==> config.mk <==
export PLATFORM = sky130hd
export DESIGN_NAME = response_frame_checker_top
export DESIGN_NICKNAME = d
export VERILOG_FILES = /design/src/sv/frc_pkg.sv /design/src/sv/response_frame_checker_top.sv /design/src/sv/frc_core.sv /design/src/sv/frc_out_buf.sv
export SDC_FILE = /design/constraint.sdc
export NUM_CORES = 1
export LEC_CHECK = 0
export ABC_AREA = 1
export BUFFER_PORTS_ARGS = -buffer_cell sky130_fd_sc_hd__buf_2
export CAP_MARGIN = 0
export CELL_PAD_IN_SITES_DETAIL_PLACEMENT = 1
export CELL_PAD_IN_SITES_GLOBAL_PLACEMENT = 1
export CORE_MARGIN = 1.5
export CORE_UTILIZATION = 45
export DETAILED_ROUTE_END_ITERATION = 16
export PLACE_DENSITY = 0.81
export SLEW_MARGIN = 5
export SYNTH_ARGS = -nofsm -noshare
export SYNTH_HDL_FRONTEND = slang
export SYNTH_SLANG_ARGS = --single-unit
==> constraint.sdc <==
create_clock -name clk -period 3.8 [get_ports clk]
set_input_delay 0.57 -clock clk [delete_from_list [all_inputs] [get_ports clk]]
set_output_delay 0.57 -clock clk [all_outputs]
set_load 0.1 [all_outputs]
==> src/sv/frc_pkg.sv <==
// ----------------------------------------------------------------------------
// frc_pkg: shared types, constants and CRC helper
// Constants, result record and status codes for the reply frame checker.
// ----------------------------------------------------------------------------
package frc_pkg;

  // Largest frame the checker accepts; longer configured lengths are clamped
  localparam int MAX_FRAME = 64;

  // Byte counter holds 0 .. MAX_FRAME-1
  localparam int CNT_W = (MAX_FRAME > 1) ? $clog2(MAX_FRAME) : 1;
  // Working width for index and length compares (holds MAX_FRAME and 255+5)
  localparam int CMP_W = ((CNT_W > 7) ? CNT_W : 7) + 2;

  localparam int CFG_W  = 7;
  localparam int IDX_W  = 6;

  localparam logic [7:0] HDR_BYTE      = 8'hA5;
  localparam logic [7:0] ERR_CODE_A    = 8'h83;
  localparam logic [7:0] ERR_CODE_B    = 8'h90;
  localparam logic [7:0] CRC_POLY_REFL = 8'h8C;
  localparam int         LEN_OVERHEAD  = 5;
  localparam int         PAYLOAD_FIRST = 4;
  localparam logic [CFG_W-1:0] FRAME_LEN_RESET = 7'd6;

  typedef enum logic [2:0] {
    ST_OK        = 3'd0,
    ST_SHORT     = 3'd1,
    ST_LEN_ERR   = 3'd2,
    ST_BAD_HDR   = 3'd3,
    ST_CRC_ERR   = 3'd4,
    ST_ERR_REPLY = 3'd5
  } frame_status_t;

  typedef struct packed {
    logic [IDX_W-1:0] byte_index;
    logic [7:0]       data_byte;
    logic             in_payload;
    logic             frame_done;
    logic [2:0]       frame_status;
    logic [7:0]       reply_code;
    logic [7:0]       length_field;
  } frc_result_t;

  // Reflected Dallas/Maxim CRC-8 update over one byte
  function automatic logic [7:0] crc8_update(input logic [7:0] crc, input logic [7:0] b);
    logic [7:0] c;
    c = crc ^ b;
    for (int k = 0; k < 8; k++) begin
      if (c[0]) begin
        c = (c >> 1) ^ CRC_POLY_REFL;
      end else begin
        c = c >> 1;
      end
    end
    return c;
  endfunction

endpackage

==> src/sv/response_frame_checker_top.sv <==
// ----------------------------------------------------------------------------
// response_frame_checker_top: reply frame checker with CRC-8
// Echoes each received byte with its position and reports frame status on
// the last byte of each frame.
// ----------------------------------------------------------------------------
// Usage:
//   Input channel (in_valid/in_ready) carries one received byte per transfer;
//   in_frame_start marks byte 0 of a new frame and drops any partial frame.
//   Output channel (out_valid/out_ready) returns one result per input byte:
//   its index, the byte itself, a payload flag and, on the last byte of the
//   frame, status, function code and length byte.
//   cfg_we/cfg_wdata set the expected frame length; write it while idle.
//   Results are registered in the output stage, or in the skid entry on
//   a stall. Throughput is one byte per cycle unless the receiver stalls,
//   set by the combinational CRC and status logic feeding the output register.
//   When the receiver stalls, one more byte is taken into a skid entry, then
//   in_ready drops until the output drains.
//   Reset (rst_n low, synchronous) empties the output buffer, clears the
//   frame state and sets the frame length to 6.
// ----------------------------------------------------------------------------
module response_frame_checker_top
  import frc_pkg::*;
(
  input  logic             clk,
  input  logic             rst_n,
  input  logic             cfg_we,
  input  logic [CFG_W-1:0] cfg_wdata,
  input  logic             in_valid,
  output logic             in_ready,
  input  logic [7:0]       in_rx_byte,
  input  logic             in_frame_start,
  output logic             out_valid,
  input  logic             out_ready,
  output logic [IDX_W-1:0] out_byte_index,
  output logic [7:0]       out_data_byte,
  output logic             out_in_payload,
  output logic             out_frame_done,
  output logic [2:0]       out_frame_status,
  output logic [7:0]       out_reply_code,
  output logic [7:0]       out_length_field
);

  frc_result_t core_result, out_result;
  logic        in_fire;

  assign in_fire = in_valid && in_ready;

  // Frame state and status logic
  frc_core u_core (
    .clk            (clk),
    .rst_n          (rst_n),
    .cfg_we         (cfg_we),
    .cfg_wdata      (cfg_wdata),
    .in_fire        (in_fire),
    .in_rx_byte     (in_rx_byte),
    .in_frame_start (in_frame_start),
    .result         (core_result)
  );

  // Output register and skid
  frc_out_buf u_out_buf (
    .clk       (clk),
    .rst_n     (rst_n),
    .in_valid  (in_valid),
    .in_ready  (in_ready),
    .in_data   (core_result),
    .out_valid (out_valid),
    .out_ready (out_ready),
    .out_data  (out_result)
  );

  assign out_byte_index   = out_result.byte_index;
  assign out_data_byte    = out_result.data_byte;
  assign out_in_payload   = out_result.in_payload;
  assign out_frame_done   = out_result.frame_done;
  assign out_frame_status = out_result.frame_status;
  assign out_reply_code   = out_result.reply_code;
  assign out_length_field = out_result.length_field;

endmodule

==> src/sv/frc_core.sv <==
// ----------------------------------------------------------------------------
// frc_core: frame tracking and status logic
// Holds the byte counter, running CRC and captured header fields, and forms
// the result record for the byte presented at the input.
// ----------------------------------------------------------------------------
module frc_core
  import frc_pkg::*;
(
  input  logic             clk,
  input  logic             rst_n,
  input  logic             cfg_we,
  input  logic [CFG_W-1:0] cfg_wdata,
  input  logic             in_fire,
  input  logic [7:0]       in_rx_byte,
  input  logic             in_frame_start,
  output frc_result_t      result
);

  logic [CFG_W-1:0] frame_length_r;
  logic [CNT_W-1:0] byte_count_r, byte_count_nxt;
  logic [7:0]       crc_r, crc_nxt;
  logic             hdr_good_r, hdr_good_nxt;
  logic [7:0]       func_r, func_nxt;
  logic [7:0]       len_r, len_nxt;

  logic [CMP_W-1:0] fl_w, n_w, idx_w, len_sum;
  logic [7:0]       crc_eff;
  logic             done, payload;
  frame_status_t    status;

  // Clamp the configured length into 1 .. MAX_FRAME
  always_comb begin
    fl_w = CMP_W'(frame_length_r);
    if (fl_w == '0) begin
      n_w = CMP_W'(1);
    end else if (fl_w > CMP_W'(MAX_FRAME)) begin
      n_w = CMP_W'(MAX_FRAME);
    end else begin
      n_w = fl_w;
    end
  end

  // Index of this byte and frame fields as seen after taking it in
  always_comb begin
    idx_w        = in_frame_start ? '0 : CMP_W'(byte_count_r);
    crc_eff      = crc_r;
    hdr_good_nxt = hdr_good_r;
    func_nxt     = func_r;
    len_nxt      = len_r;
    if (idx_w == '0) begin
      crc_eff      = '0;
      hdr_good_nxt = (in_rx_byte == HDR_BYTE);
      func_nxt     = '0;
      len_nxt      = '0;
    end
    if (idx_w == CMP_W'(2)) begin
      func_nxt = in_rx_byte;
    end
    if (idx_w == CMP_W'(3)) begin
      len_nxt = in_rx_byte;
    end
  end

  assign done    = (idx_w >= n_w - CMP_W'(1));
  assign payload = (idx_w >= CMP_W'(PAYLOAD_FIRST)) && (n_w >= CMP_W'(2)) &&
                   (idx_w <= n_w - CMP_W'(2));
  assign len_sum = CMP_W'(len_nxt) + CMP_W'(LEN_OVERHEAD);

  // Judge the frame in priority order
  always_comb begin
    priority if (n_w < CMP_W'(LEN_OVERHEAD)) begin
      status = ST_SHORT;
    end else if (len_sum != n_w) begin
      status = ST_LEN_ERR;
    end else if (!hdr_good_nxt) begin
      status = ST_BAD_HDR;
    end else if (crc_eff != in_rx_byte) begin
      status = ST_CRC_ERR;
    end else if (func_nxt == ERR_CODE_A || func_nxt == ERR_CODE_B) begin
      status = ST_ERR_REPLY;
    end else begin
      status = ST_OK;
    end
  end

  // Advance counter and CRC; the header byte and the last byte (the CRC byte) are not folded in
  always_comb begin
    if (done) begin
      byte_count_nxt = '0;
      crc_nxt        = crc_eff;
    end else begin
      byte_count_nxt = CNT_W'(idx_w + CMP_W'(1));
      crc_nxt        = (idx_w != '0) ? crc8_update(crc_eff, in_rx_byte) : crc_eff;
    end
  end

  // Assemble the result record
  always_comb begin
    result.byte_index   = idx_w[IDX_W-1:0];
    result.data_byte    = in_rx_byte;
    result.in_payload   = payload;
    result.frame_done   = done;
    result.frame_status = done ? status : ST_OK;
    result.reply_code   = done ? func_nxt : '0;
    result.length_field = done ? len_nxt : '0;
  end

  // Hold configuration and frame state
  always_ff @(posedge clk) begin
    if (!rst_n) begin
      frame_length_r <= FRAME_LEN_RESET;
      byte_count_r   <= '0;
      crc_r          <= '0;
      hdr_good_r     <= 1'b0;
      func_r         <= '0;
      len_r          <= '0;
    end else begin
      if (cfg_we) begin
        frame_length_r <= cfg_wdata;
      end
      if (in_fire) begin
        byte_count_r <= byte_count_nxt;
        crc_r        <= crc_nxt;
        hdr_good_r   <= hdr_good_nxt;
        func_r       <= func_nxt;
        len_r        <= len_nxt;
      end
    end
  end

endmodule

==> src/sv/frc_out_buf.sv <==
// ----------------------------------------------------------------------------
// frc_out_buf: output register with skid stage
// Registers result records toward the receiver; a second entry catches a
// transfer that arrives while the receiver stalls.
// ----------------------------------------------------------------------------
module frc_out_buf
  import frc_pkg::*;
(
  input  logic        clk,
  input  logic        rst_n,
  input  logic        in_valid,
  output logic        in_ready,
  input  frc_result_t in_data,
  output logic        out_valid,
  input  logic        out_ready,
  output frc_result_t out_data
);

  logic        out_valid_r, skid_valid_r;
  frc_result_t out_data_r, skid_data_r;

  assign in_ready  = !skid_valid_r;
  assign out_valid = out_valid_r;
  assign out_data  = out_data_r;

  // Control: refill the output stage when it drains, else park in the skid
  always_ff @(posedge clk) begin
    if (!rst_n) begin
      out_valid_r  <= 1'b0;
      skid_valid_r <= 1'b0;
    end else if (!out_valid_r || out_ready) begin
      out_valid_r  <= skid_valid_r || in_valid;
      skid_valid_r <= 1'b0;
    end else if (in_valid && in_ready) begin
      skid_valid_r <= 1'b1;
    end
  end

  // Payload
  always_ff @(posedge clk) begin
    if (!out_valid_r || out_ready) begin
      out_data_r <= skid_valid_r ? skid_data_r : in_data;
    end else if (in_valid && in_ready) begin
      skid_data_r <= in_data;
    end
  end

endmodule

# After elaboration in Yosys (flattened, before gate mapping)
# Index checks and enable logic that the tools add are counted.
[word_totals] reg_bits=110 latchBits=0 mem_bits_rw=0 rom_bits=0 input_bits=21 memories=0
[classes] n_addsub=4 mul=0 n_div=0 magnitude_cmp=6 n_eq_ne=7 n_shift=0 n_mux=36 bitwise=11 reduce_logical=13
[op_table] operator="$mux W8" count=24
[op_table] operator="$mux W35" count=1
[op_table] operator="$eq A8 B8 Y1 const B" count=3
[op_table] operator="$not A2 Y3" count=8
[op_table] operator="$eq A9 B2 Y1 const B" count=2
[op_table] operator="$mux W3" count=6
[op_table] operator="$mux W7" count=2
[op_table] operator="$mux W6" count=2
[op_table] operator="$add A8 B3 Y9 const B" count=1
[op_table] operator="$ge A9 B3 Y1 const B" count=1
[op_table] operator="$ge A9 B9 Y1" count=1
[op_table] operator="$le A9 B9 Y1" count=1
[op_table] operator="$logic_not A9 Y1" count=1
[op_table] operator="$ne A9 B7 Y1" count=1
[op_table] operator="$reduce_bool A9 Y1" count=1
[op_table] operator="$ne A8 B8 Y1" count=1
[op_table] operator="$sub A7 B1 Y8 const B" count=1
[op_table] operator="$sub A7 B2 Y8 const B" count=1
[op_table] operator="$xor A8 B8 Y8" count=1
[op_table] operator="$ge A7 B2 Y1 const B" count=1
[op_table] operator="$gt A7 B7 Y1 const B" count=1
[op_table] operator="$logic_not A7 Y1" count=1
[op_table] operator="$lt A7 B3 Y1 const B" count=1
[op_table] operator="$add A6 B1 Y6 const B" count=1
[op_table] operator="other kinds (7)" count=13

# Depth between registers and ports, before layout
# Gate-level depths: netlist (run 1).
[logic_depth] word_depth=29 ltp_mapped=21 depth_no_buf=21

# Cells and area by module
# From an unflattened synthesis (run 1), not the netlist that was laid out.
[hier_totals] cells_unflattened=756 area_unflattened_um2=6411.1
[modules_own_cells] module="frc_core" instances=1 cells_per_inst=560 area_per_inst_um2=3759.9
[modules_own_cells] module="frc_out_buf" instances=1 cells_per_inst=194 area_per_inst_um2=2643.8
[modules_own_cells] module="response_frame_checker_top" instances=1 cells_per_inst=2 area_per_inst_um2=7.5

# Worst setup path before layout (run 1)
# OpenSTA, ideal clock, no wires.
[synth_timing] path_type="register -> register" startpoint="register u_out_buf.out_valid_r, in the netlist u_out_buf.out_valid" endpoint="register u_out_buf.skid_data_r[0] (netlist name), enable pin" setup_ns=0.427 arrival_time_ns=3.234 path_slack_ns=0.138 path_stages_with_launch=5 n_path_buf=0 cell_sequence="dfxtp_1 inv_1 nor2_1 inv_1 nor2_1"
[synth_via] elab_chain_cells=4
[synth_rtl] item="from (decl)" line="frc_out_buf.sv:19" rtl="logic out_valid_r, skid_valid_r;"
[synth_rtl] item="from (signal assigned)" line="frc_out_buf.sv:32" rtl="out_valid_r <= skid_valid_r || in_valid;"
[synth_rtl] item="$logic_not A1 Y1" line="frc_out_buf.sv:41" rtl="if (!out_valid_r || out_ready) begin"
[synth_rtl] item="$logic_or A1 B1 Y1" line="frc_out_buf.sv:41"
[synth_rtl] item="$not A1 Y1 (no source line)"
[synth_rtl] item="$reduce_and A2 Y1 (no source line)"
[synth_rtl] item="to (signal assigned)" line="frc_out_buf.sv:44" rtl="skid_data_r <= in_data;"
[synth_rtl] item="to (decl)" line="frc_out_buf.sv:20" rtl="frc_result_t out_data_r, skid_data_r;"
# No other way between the ends.
# A chain may end at the register's enable or synchronous reset.

# Worst setup path after layout (run 1)
[layout_timing] startpoint="register u_core.frame_length_r[3]" endpoint="register u_core.crc_r[6]"
[layout_via] elab_chain_cells=6 word_cells_on_any_way=7
[layout_rtl] item="from (decl)" line="frc_core.sv:19" rtl="logic [CFG_W-1:0] frame_length_r;"
[layout_rtl] item="from (signal assigned)" line="frc_core.sv:119" rtl="frame_length_r <= cfg_wdata;"
[layout_rtl] item="$gt A7 B7 Y1" line="frc_core.sv:36" rtl="end else if (fl_w > CMP_W'(MAX_FRAME)) begin"
[layout_rtl] item="$mux W7" line="frc_core.sv:36"
[layout_rtl] item="$mux W7 *" line="frc_core.sv:34" rtl="if (fl_w == '0) begin"
[layout_rtl] item="$sub A7 B1 Y8 *" line="frc_core.sv:64" rtl="assign done = (idx_w >= n_w - CMP_W'(1));"
[layout_rtl] item="$ge A9 B9 Y1 *" line="frc_core.sv:64"
[layout_rtl] item="$mux W8 *" line="frc_core.sv:88" rtl="if (done) begin"
[layout_rtl] item="to (signal assigned)" line="frc_core.sv:123" rtl="crc_r <= crc_nxt;"
[layout_rtl] item="to (decl)" line="frc_core.sv:21" rtl="logic [7:0] crc_r, crc_nxt;"
# Every way passes the cells marked *; elsewhere a longest branch is shown, timed or not.

==> flow_summary.toml, run 1 <==
[floorplan]
dieArea_um2 = 14200
core_area_um2 = 13200
rows = 42
ioPinCount = 58
fp.dieH_um = 119
start_util_pct = 45.9
die_w_um = 119

[route]
finalWirelength_mm = 17.4
drt_iter0_markers = 343
vias = 5233
drt-vias-per-instance = 5.35
avgRoutedWirePerCell_um = 17.8
dr.pass1.iters = 5
drc = 0
postRouteAntennaNets = 0

[synthesis]
yosys.area.top_type = "edfxtp_1"
async_flop_share_pct = 0
synth_area_um2 = 6050
syn_nets = 782
yosysSeqAreaShare_pct = 48.0
synth_warnings = 0
synth_cell_types = 40
synthCells = 743
synth_seq_cells = 110
synthTopCellsByArea = "edfxtp_1 35%, dfxtp_1 13%, nand2_1 13%"
synth_ff_type = "edfxtp_1"
synth_edf_count = 70
yosysTopAreaCellShare_pct = 34.7
avgSynthCellArea_um2 = 8.15

[global_route]
grt_usage_pct = 25.5
antenna_found_initial = 0
grt_max_degree = 47
overflow = 0
grt_pass1_wl_mm = 28.3
grt_pass1_vias = 5497

[cells_and_area]
fin_cells = 978
layout-drive-gt1-share_pct = 17.6
layout.nets = 836
area_delta_synth_final_pct = 12.6
antennaDiodeCount = 0

[power]
comb_power_share_pct = 19.5
p_clk_share_pct = 33.4
switching_share_pct = 33.4
p_int_w = 0.00191
power.leakage_nw = 3.28
peakVddDrop_v = 0.000206
p_switching_w = 0.000958
seq_power_share_pct = 47.1
powerDensity_nw_per_um2 = 421

[clocking]
clock_path_buffers = 2
postCtsHoldBufs = 0
htreeDepth = 3
cts_root_buf = "clkbuf_16"
cts_tree = "done"
cts_inserted_buffers = 9
clk_latency_ns = 0.36
clk_pin_slew_ns = 0.08
cts_sinks = 110

[critical_path]
crit_path_start_kind = "flop"
crit_end = "u_core.crc_r[6]"
r2r_slack_ns = 0.34
rr_endpoint = "u_core.crc_r[6]"
crit_fanout = 16
crit_path_end_kind = "flop"
path_class = "reg2reg"
required_ns = 4.09
r2r_cells = 21
arrival_ns = 3.75
critPathLaunch = "u_core.frame_length_r[3]"
reg2reg_from = "u_core.frame_length_r[3]"

[sta]
hold_violations = 0
hold_ws_ns = 0.427
slew_headroom_pct = 55.1
min_period_ns = 3.46
fmax_mhz = 289
slew_violations = 0
grt_setup_unrepaired = "true"
fin_skew_ns = 0.00792
setup-violations-final = 0
finalCritPeriodShare_pct = 90.9
worst_slew_pin_slew_ns = 0.670

[placed_design]
placed_cells = 962
io_buffer_count = 57
dp_hpwl_mm = 12.8
routabilityCongestion = 0.872

[flow_run]
maxCapViolations = 0

[worst_hold_path]
hp-class = "in2reg"

[run_status]
status = "completed"
-- sequential cells by signal (all words and copies together), names as in the netlist, 6 cells and up --
name,cells
u_core.frame_length_r,7
u_out_buf.skid_data_r,35
u_core.len_r,8
u_core.func_r,8
u_out_buf.out_data,35
u_core.crc_r,8
u_core.byte_count_r,6
-- synth_stat cells (7+ instances only) --
| cell | n |
|---|---|
| dfxtp_1 | 40 |
| o211ai_1 | 11 |
| nor2_1 | 62 |
| a31oi_1 | 7 |
| ha_1 | 18 |
| nand3_1 | 44 |
| clkbuf_1 | 15 |
| nand4_1 | 12 |
| inv_2 | 9 |
| o21ai_0 | 61 |
| xor2_1 | 9 |
| a21oi_1 | 21 |
| edfxtp_1 | 70 |
| nand2_1 | 208 |
| nand2_4 | 10 |
| nand2_2 | 18 |
| inv_1 | 83 |
-- critical path, cell delays in order (launching register included) --
cell      delay, ns
dfxtp_1        0.40
nor2_1         0.07
nand3_1        0.10
nand2_1        0.11
nand2_1        0.26
ha_1           0.29
inv_1          0.08
nor2_1         0.17
xor2_1         0.18
ha_1           0.26
nand2_1        0.08
nor2_1         0.05
nor2_1         0.10
o211ai_1       0.11
nand2_1        0.07
nand2_1        0.07
nand3_2        0.11
buf_4          0.27
nand2_1        0.09
inv_1          0.22
nand3_1        0.13
a31oi_1        0.15
-- layout by cell type, fill, tap and decap left out, types with 3 or more instances in the layout --
cell type	synthesis	routed
nand3b_1	4	4
nor2_4	4	4
nand3_2	4	4
dfxtp_1	40	40
nand2_2	18	18
buf_4	2	6
o21ai_1	4	4
o21ai_0	61	61
nand4_1	12	12
ha_1	18	18
o21ai_2	3	3
a21oi_1	21	21
edfxtp_1	70	70
nor2_1	62	60
nand2_4	10	10
a31oi_1	7	7
clkbuf_16	0	9
nand2_1	208	208
inv_2	9	9
inv_1	83	82
nor2_2	4	6
nand3_1	44	44
o211ai_1	11	11
xor2_1	9	9
buf_2	1	57
-- worst min path at each step --
| stage | start | end | slack (ns) | depth (start not counted) |
|---|---|---|---|---|
| 2_1_floorplan | u_core.frame_length_r[2] | u_core.frame_length_r[2] | 0.46 | 2 |
| 3_3_place_gp | u_core.func_r[5] | u_core.func_r[5] | 0.47 | 2 |
| 3_5_place_dp | u_core.func_r[4] | u_core.func_r[4] | 0.49 | 2 |
| 4_1_cts | in_rx_byte[6] | u_out_buf.skid_data_r[27] | 0.42 | 1 |
| 5_1_grt | in_rx_byte[6] | u_out_buf.skid_data_r[27] | 0.43 | 1 |
| 6_report | in_rx_byte[6] | u_out_buf.skid_data_r[27] | 0.43 | 1 |
-- kinds of logic after synthesis --
| family | synth area share (%) |
|---|---|
| adders and majority gates | 3.72 |
| buffers and inverters | 7.38 |
| xor gates and xnor gates | 1.59 |
| and+or+nand+nor | 28.9 |
| DFF | 48.0 |
| AOI/OAI and AO/OA | 10.4 |
-- metrics by stage --
stage          total power [W]  utilization, %  TNS (ns)  setup WS (ns)  area, um^2
2_1_floorplan          0.00180               -         0          0.138        6050
3_3_place_gp           0.00191            49.4         0          0.538        6520
3_5_place_dp           0.00193            49.4         0          0.320        6520
4_1_cts                0.00288            51.7         0          0.291        6820
5_1_grt                0.00297            51.7   -0.0410        -0.0203        6820
6_report               0.00287            51.7         0          0.345        6820
-- timing repair --
action / CTS / global route
setup buffers: 0 / 0
resized for setup: 0 / 1
endpoints found under the setup margin: 0 / 3
-- per-layer routing --
metal | GRT usage (%) | part of all wire, % | vias to the layer above
li1 | - | - | 2546
met1 | 33.0 | 45 | 2526
met2 | 43.8 | 49 | 129
met3 | 3.59 | 4.1 | 32
met4 | 8.89 | 2.4 | 0
met5 | 0 | 0 | -
-- cell type report --
| type | count | area (um^2) |
|---|---|---|
| clock buffer | 9 | 225 |
| clock inverter | 7 | 72.6 |
| fill | 1657 | 6370 |
| inverter | 94 | 359 |
| multi-input combinational | 519 | 2710 |
| sequential | 110 | 2900 |
| tap | 176 | 220 |
| timing repair buffer | 63 | 330 |
-- power groups by stage --
stage	Combinational, W	Sequential [W]	Clock [W]
2_1_floorplan	0.000241	0.00156	0
3_3_place_gp	0.000536	0.00138	0
3_5_place_dp	0.000555	0.00138	0
4_1_cts	0.000561	0.00135	0.000965
5_1_grt	0.000605	0.00136	0.00101
6_report	0.000560	0.00135	0.000957
(Power assumes the default switching activity.)
==> run 2, diff against run 1 <==
--- a/config.mk
+++ b/config.mk
@@ -10,11 +10,12 @@
 export CAP_MARGIN = 0
 export CELL_PAD_IN_SITES_DETAIL_PLACEMENT = 1
 export CELL_PAD_IN_SITES_GLOBAL_PLACEMENT = 1
-export CORE_MARGIN = 1.5
-export CORE_UTILIZATION = 45
+export CORE_MARGIN = 1
+export CORE_UTILIZATION = 46
 export DETAILED_ROUTE_END_ITERATION = 16
-export PLACE_DENSITY = 0.81
+export PLACE_DENSITY = 0.82
 export SLEW_MARGIN = 5
 export SYNTH_ARGS = -nofsm -noshare
 export SYNTH_HDL_FRONTEND = slang
+export SYNTH_HIERARCHICAL = 1
 export SYNTH_SLANG_ARGS = --single-unit
==> flow_summary.toml, run 2 <==
[run_status]
status = "completed"

[sta]
finalCritPeriodShare_pct = 90.9
finalWorstSetupSlack_ns = 0.344
min_period_ns = 3.46
hold_violations = 0
final.setup.tns_ns = 0
grt_setup_unrepaired = "false"
worst_slew_pin_slew_ns = 0.827
hold_ws_ns = 0.436
slew_violations = 0
setup-violations-final = 0
fmax_mhz = 289
fin_skew_ns = 0.0128
slew_headroom_pct = 44.8

[clocking]
clk_latency_ns = 0.36
ctsResizeCount = 0
cts_root_buf = "clkbuf_16"
postCtsHoldBufs = 0
cts_sinks = 110
clock_path_buffers = 2
cts_tree = "done"
htreeDepth = 3
postCtsSetupRepairBufs = 0
clk_pin_slew_ns = 0.08
cts_inserted_buffers = 9

[cells_and_area]
final_cell_mix = "221 x nand2_1, 80 x inv_1, 70 x edfxtp_1"
layout.nets = 838
area_delta_synth_final_pct = 10.0
layout-drive-gt1-share_pct = 17.0
antennaDiodeCount = 0
layout.cells.most_common = "nand2_1"

[synthesis]
yosysSeqAreaShare_pct = 45.3
async_flop_share_pct = 0
synth_top_family_by_area = "simple AND/OR/NAND/NOR gates"
synth.most_common_cell = "nand2_1"
synth_cell_types = 49
synth_warnings = 6
synth_edf_count = 70
yosys.area.top_type = "edfxtp_1"
synth_common_cells = "221 x nand2_1, 80 x inv_1, 70 x edfxtp_1"
synth-simple-area-share_pct = 27.0
synth_xor_area_share_pct = 5.72
synth_ff_type = "edfxtp_1"
synth_seq_cells = 110
syn_nets = 795
yosysTopAreaCellShare_pct = 32.8
synthCells = 756
synthMuxAreaShare_pct = 0
synth_fa_ha_area_share_pct = 3.51
synthTopCellsByArea = "edfxtp_1 33%, nand2_1 13%, dfxtp_1 12%"
avgSynthCellArea_um2 = 8.48
synth_compound_area_share_pct = 9.35
synth_area_um2 = 6410

[route]
avgRoutedWirePerCell_um = 18.0
postRouteAntennaNets = 0
drt-vias-per-instance = 5.45
dr.pass1.iters = 5
drt_iter0_markers = 356
vias = 5337
finalWirelength_mm = 17.7
drc = 0

[worst_hold_path]
min_from = "cfg_wdata[1]"
hp-class = "in2reg"
hold_depth = 3

[power]
peakVddDrop_v = 0.000202
power.leakage_nw = 3.29
powerDensity_nw_per_um2 = 443
power_w = 0.00312

[critical_path]
arrival_ns = 3.75
cp_top_family = "simple AND/OR/NAND/NOR gates"
max_stage_delay_ns = 0.37
critPathSlowestCell = "dfxtp_1"
critPathLaunch = "u_core/frame_length_r[3]"
required_ns = 4.10
crit_path_start_kind = "flop"
crit_fanout = 9
r2r_cells = 17
crit_path_end_kind = "flop"
path_class = "reg2reg"
reg2reg_from = "u_core/frame_length_r[3]"
crit_chain = "nor2_1, nand4_1, nand2_1, nand2_1, ha_1, a21boi_2, xor2_1, ha_1, nand2_1, a2bb2oi_1, nand3b_1, a21o_1, nand2_2, inv_1, nor2_1, a21oi_1, nor2_1"
path_buf_inv = 1
path_depth = 17

[flow_run]
maxCapViolations = 0

[floorplan]
die_w_um = 120
start_util_pct = 47.8
dieArea_um2 = 14400
rows = 42
fp.dieH_um = 120
core_area_um2 = 13400
ioPinCount = 58

[global_route]
grt_pass1_vias = 5490
grt_usage_pct = 25.5
grt_max_degree = 39
grt_pass1_wl_mm = 28.3
antenna_found_initial = 0
overflow = 0

[placed_design]
io_buffer_count = 57
dp_slack_ns = 0.428
dp_hpwl_mm = 13.0
routabilityCongestion = 0.881
[run 2: cell types whose count changed after synthesis, moves of 6 or more]
cell / previous run / this run
a31oi_1: 7 / 1
xor2_2: 0 / 8
nand2_2: 18 / 10
buf_4: 2 / 14
nand2_1: 208 / 221
a21oi_1: 21 / 27
o21ai_0: 61 / 46
[run 2: layout make-up]
class | instances | area [um^2]
fillers | 1622 | 6350
multi-input cells | 523 | 2930
flip-flops and latches | 110 | 2900
repair buffers | 68 | 380
inverters | 87 | 329
clock buffers | 10 | 239
well taps | 176 | 220
clock inverters | 6 | 53.8
[run 2: path summary, 6_finish.rpt]
kind	endpoint	slack (ns)
worst max register to register	u_core/crc_r[1]	0.34
worst min register to register	u_core/func_r[5]	0.49
worst max-delay path	u_core/crc_r[1]	0.34
worst min-delay path	u_core/frame_length_r[1]	0.44
[run 2: per-layer routing]
| layer | global-route usage, % | up-vias | wire length [um] |
|---|---|---|---|
| met5 | 0 | - | 0 |
| met4 | 8.91 | 0 | 360 |
| met3 | 3.90 | 29 | 834 |
| met2 | 42.8 | 136 | 8520 |
| met1 | 33.4 | 2649 | 7970 |
| li1 | - | 2523 | - |
[run 2: power breakdown]
group          switching (W)  internal (W)  leakage, nW  total (W)
combinational       0.000604      0.000190         2.07   0.000794
sequential         0.0000397       0.00134         1.08    0.00138
clock               0.000474      0.000477        0.142   0.000950
total                0.00112       0.00201         3.29    0.00312
[run 2: logic make-up (layout without fill, tap and decap cells)]
| group | Yosys count | after routing |
|---|---|---|
| AND/OR/NAND/NOR | 376 | 376 |
| XOR/XNOR | 27 | 27 |
| AO/OA/AOI/OAI | 102 | 102 |
| buffers and inverters | 123 | 171 |
| adder cells (fa/ha/maj) | 18 | 18 |
| flip-flops | 110 | 110 |
[run 2: worst reg2reg max path, delay by kind of cell (launching register included)]
kind | cells | cell delay [ns]
DFF | 1 | 0.37
adders and majority gates | 2 | 0.55
AOI/OAI and AO/OA | 4 | 0.67
and+or+nand+nor | 9 | 1.47
buffers and inverters | 1 | 0.15
xor gates and xnor gates | 1 | 0.18
[run 2: through the flow]
step                      cell area, um^2  utilization [%]  cells
after floorplan                      6410                -    756
after global placement               6760             50.4    964
after detailed placement             6760             50.4    964
after CTS                            7050             52.6    980
after global routing                 7050             52.6    980
final                                7050             52.6    980
==> run 3, diff against run 2 <==
--- a/config.mk
+++ b/config.mk
@@ -11,9 +11,9 @@
 export CELL_PAD_IN_SITES_DETAIL_PLACEMENT = 1
 export CELL_PAD_IN_SITES_GLOBAL_PLACEMENT = 1
 export CORE_MARGIN = 1
-export CORE_UTILIZATION = 46
+export CORE_UTILIZATION = 41
 export DETAILED_ROUTE_END_ITERATION = 16
-export PLACE_DENSITY = 0.82
+export PLACE_DENSITY = 0.77
 export SLEW_MARGIN = 5
 export SYNTH_ARGS = -nofsm -noshare
 export SYNTH_HDL_FRONTEND = slang
==> constraint.sdc (replaced) <==
create_clock -name clk -period 2.9 [get_ports clk]
set_input_delay 0.435 -clock clk [delete_from_list [all_inputs] [get_ports clk]]
set_output_delay 0.435 -clock clk [all_outputs]
set_load 0.1 [all_outputs]
==> flow_summary.toml, run 3 (same netlist as run 2, synthesis figures left out) <==
[floorplan]
start_util_pct = 42.0
dieArea_um2 = 16100
ioPinCount = 58
fp.dieH_um = 127
core_area_um2 = 15300
rows = 45
die_w_um = 127

[power]
peakVddDrop_v = 0.000334
powerDensity_nw_per_um2 = 555
comb_power_share_pct = 28.6
seq_power_share_pct = 42.3
power_w = 0.00428
power.leakage_nw = 3.55
p_switching_w = 0.00155
p_int_w = 0.00273
p_clk_share_pct = 29.1
switching_share_pct = 36.3

[cells_and_area]
fin_util_pct = 50.5
layout-drive-gt1-share_pct = 27.1
area_delta_synth_final_pct = 20.3
seq_area_um2 = 2910
multi_input_area_um2 = 3150
layout.nets = 884
antennaDiodeCount = 0
final_cell_mix = "217 x nand2_1, 76 x inv_1, 70 x edfxtp_1"
n_fill_cell = 1797
layout.cells.most_common = "nand2_1"

[critical_path]
crit_path_end_kind = "flop"
rr_endpoint = "u_out_buf/out_data[6]"
required_ns = 3.01
path_class = "reg2reg"
reg2reg_from = "u_core/frame_length_r[1]"
r2r_slack_ns = -0.1
r2r_cells = 16
crit_path_start_kind = "flop"
arrival_ns = 3.10
crit_fanout = 6
critPathLaunch = "u_core/frame_length_r[1]"
crit_end = "u_out_buf/out_data[6]"

[clocking]
cts_root_buf = "clkbuf_16"
postCtsHoldBufs = 0
cts_sinks = 110
cts_tree = "done"
clock_path_buffers = 2
clk_pin_slew_ns = 0.08
clk_latency_ns = 0.36
cts_inserted_buffers = 9
htreeDepth = 3

[global_route]
grt_usage_pct = 22.6
grt_pass1_wl_mm = 28.3
grtUsageMet3_pct = 3.14
gr-usage-met2_pct = 38.5
grt_max_degree = 38
top_usage_layer = "met2"
overflow = 0
grtUsageMet1_pct = 30.5
grt_pass1_vias = 5427
antenna_found_initial = 0

[route]
drc = 0
avgRoutedWirePerCell_um = 17.5
vias = 5434
drt-vias-per-instance = 5.12
postRouteAntennaNets = 0
dr.pass1.iters = 4
finalWirelength_mm = 18.5
drt_iter0_markers = 339

[sta]
setup-violations-final = 32
fmax_mhz = 334
worst_slew_pin_slew_ns = 0.744
min_period_ns = 3.00
finalWorstSetupSlack_ns = -0.0964
fin_skew_ns = 0.00920
grt_setup_unrepaired = "true"
slew_headroom_pct = 50.4
finalCritPeriodShare_pct = 103
final.setup.tns_ns = -1.65
slew_violations = 0
hold_violations = 0

[run_status]
status = "finished, violations left"
violations = "negative setup slack"

[placed_design]
routabilityCongestion = 0.910
dp_slack_ns = -0.167
dp_hpwl_mm = 13.2
io_buffer_count = 57

[worst_hold_path]
hp-class = "in2reg"

[flow_run]
maxCapViolations = 0
==> run 3: changes by cell type in the layout (fill, tap and decap cells not counted), sizes merged <==
cell,before,now
nand2,241,242
clkinvlp,1,2
buf,68,112
==> run 3: critical path: stages (launching register included) <==
cell and delay, ns:
dfxtp_2 0.34, nor2_4 0.11, nand3_1 0.11, o21a_2 0.27
ha_4 0.18, nand3_2 0.08, xor2_1 0.22, ha_1 0.32
nand2_2 0.13, a2bb2oi_2 0.14, nand3b_1 0.09, a21o_1 0.22
nand2_4 0.16, buf_6 0.16, nor2_2 0.04, nand2_1 0.08
nand2_1 0.07
==> run 3: per-layer routing <==
layer | share of wire [%] | wire, um | vias to the layer above
li1 | - | - | 2629
met1 | 45 | 8260 | 2671
met2 | 49 | 9170 | 111
met3 | 4.1 | 751 | 23
met4 | 1.9 | 345 | 0
met5 | 0 | 0 | -
==> run 3: how the worst min path moves through the flow <==
stage / start / endpoint / slack [ns] / cells past startpoint
3_3_place_gp: u_core/func_r[4] / u_core/func_r[4] / 0.46 / 2
6_report: in_rx_byte[6] / u_out_buf/skid_data_r[27] / 0.30 / 1
2_1_floorplan: u_core/func_r[0] / u_core/func_r[0] / 0.45 / 2
3_5_place_dp: u_core/func_r[2] / u_core/func_r[2] / 0.48 / 2
5_1_grt: in_rx_byte[6] / u_out_buf/skid_data_r[27] / 0.29 / 1
4_1_cts: in_rx_byte[6] / u_out_buf/skid_data_r[27] / 0.29 / 1
==> run 3: power groups by stage <==
| stage | registers [W] | logic (W) | clock network (W) |
|---|---|---|---|
| 2_1_floorplan | 0.00214 | 0.000522 | 0 |
| 3_3_place_gp | 0.00183 | 0.00104 | 0 |
| 3_5_place_dp | 0.00184 | 0.00108 | 0 |
| 4_1_cts | 0.00181 | 0.00110 | 0.00128 |
| 5_1_grt | 0.00182 | 0.00131 | 0.00133 |
| 6_report | 0.00181 | 0.00122 | 0.00125 |
==> run 3: what timing repair did <==
| action | 4_1_cts | 5_1_grt |
|---|---|---|
| resized for setup | 9 | 63 |
| buffers inserted | 1 | 9 |
| pin swaps | 4 | 29 |
| cloned | 0 | 2 |
| endpoints found under the setup margin | 42 | 51 |
==> run 3: cell type report <==
class	instances	share of cell area [%]
flip-flops and latches	110	37.8
repair buffers	113	9.78
inverters	87	4.27
clock inverters	7	0.957
well taps	211	3.42
clock buffers	9	2.92
multi-input cells	524	40.9
==> run 3: metrics by stage <==
stage | instances | hold WS (ns) | area, um^2
finish | 1061 | 0.299 | 7710
global route | 1061 | 0.293 | 7710
CTS | 1050 | 0.291 | 7390
detailed placement | 1033 | 0.476 | 7060
global placement | 1033 | 0.463 | 7060
floorplan | 756 | 0.450 | 6430
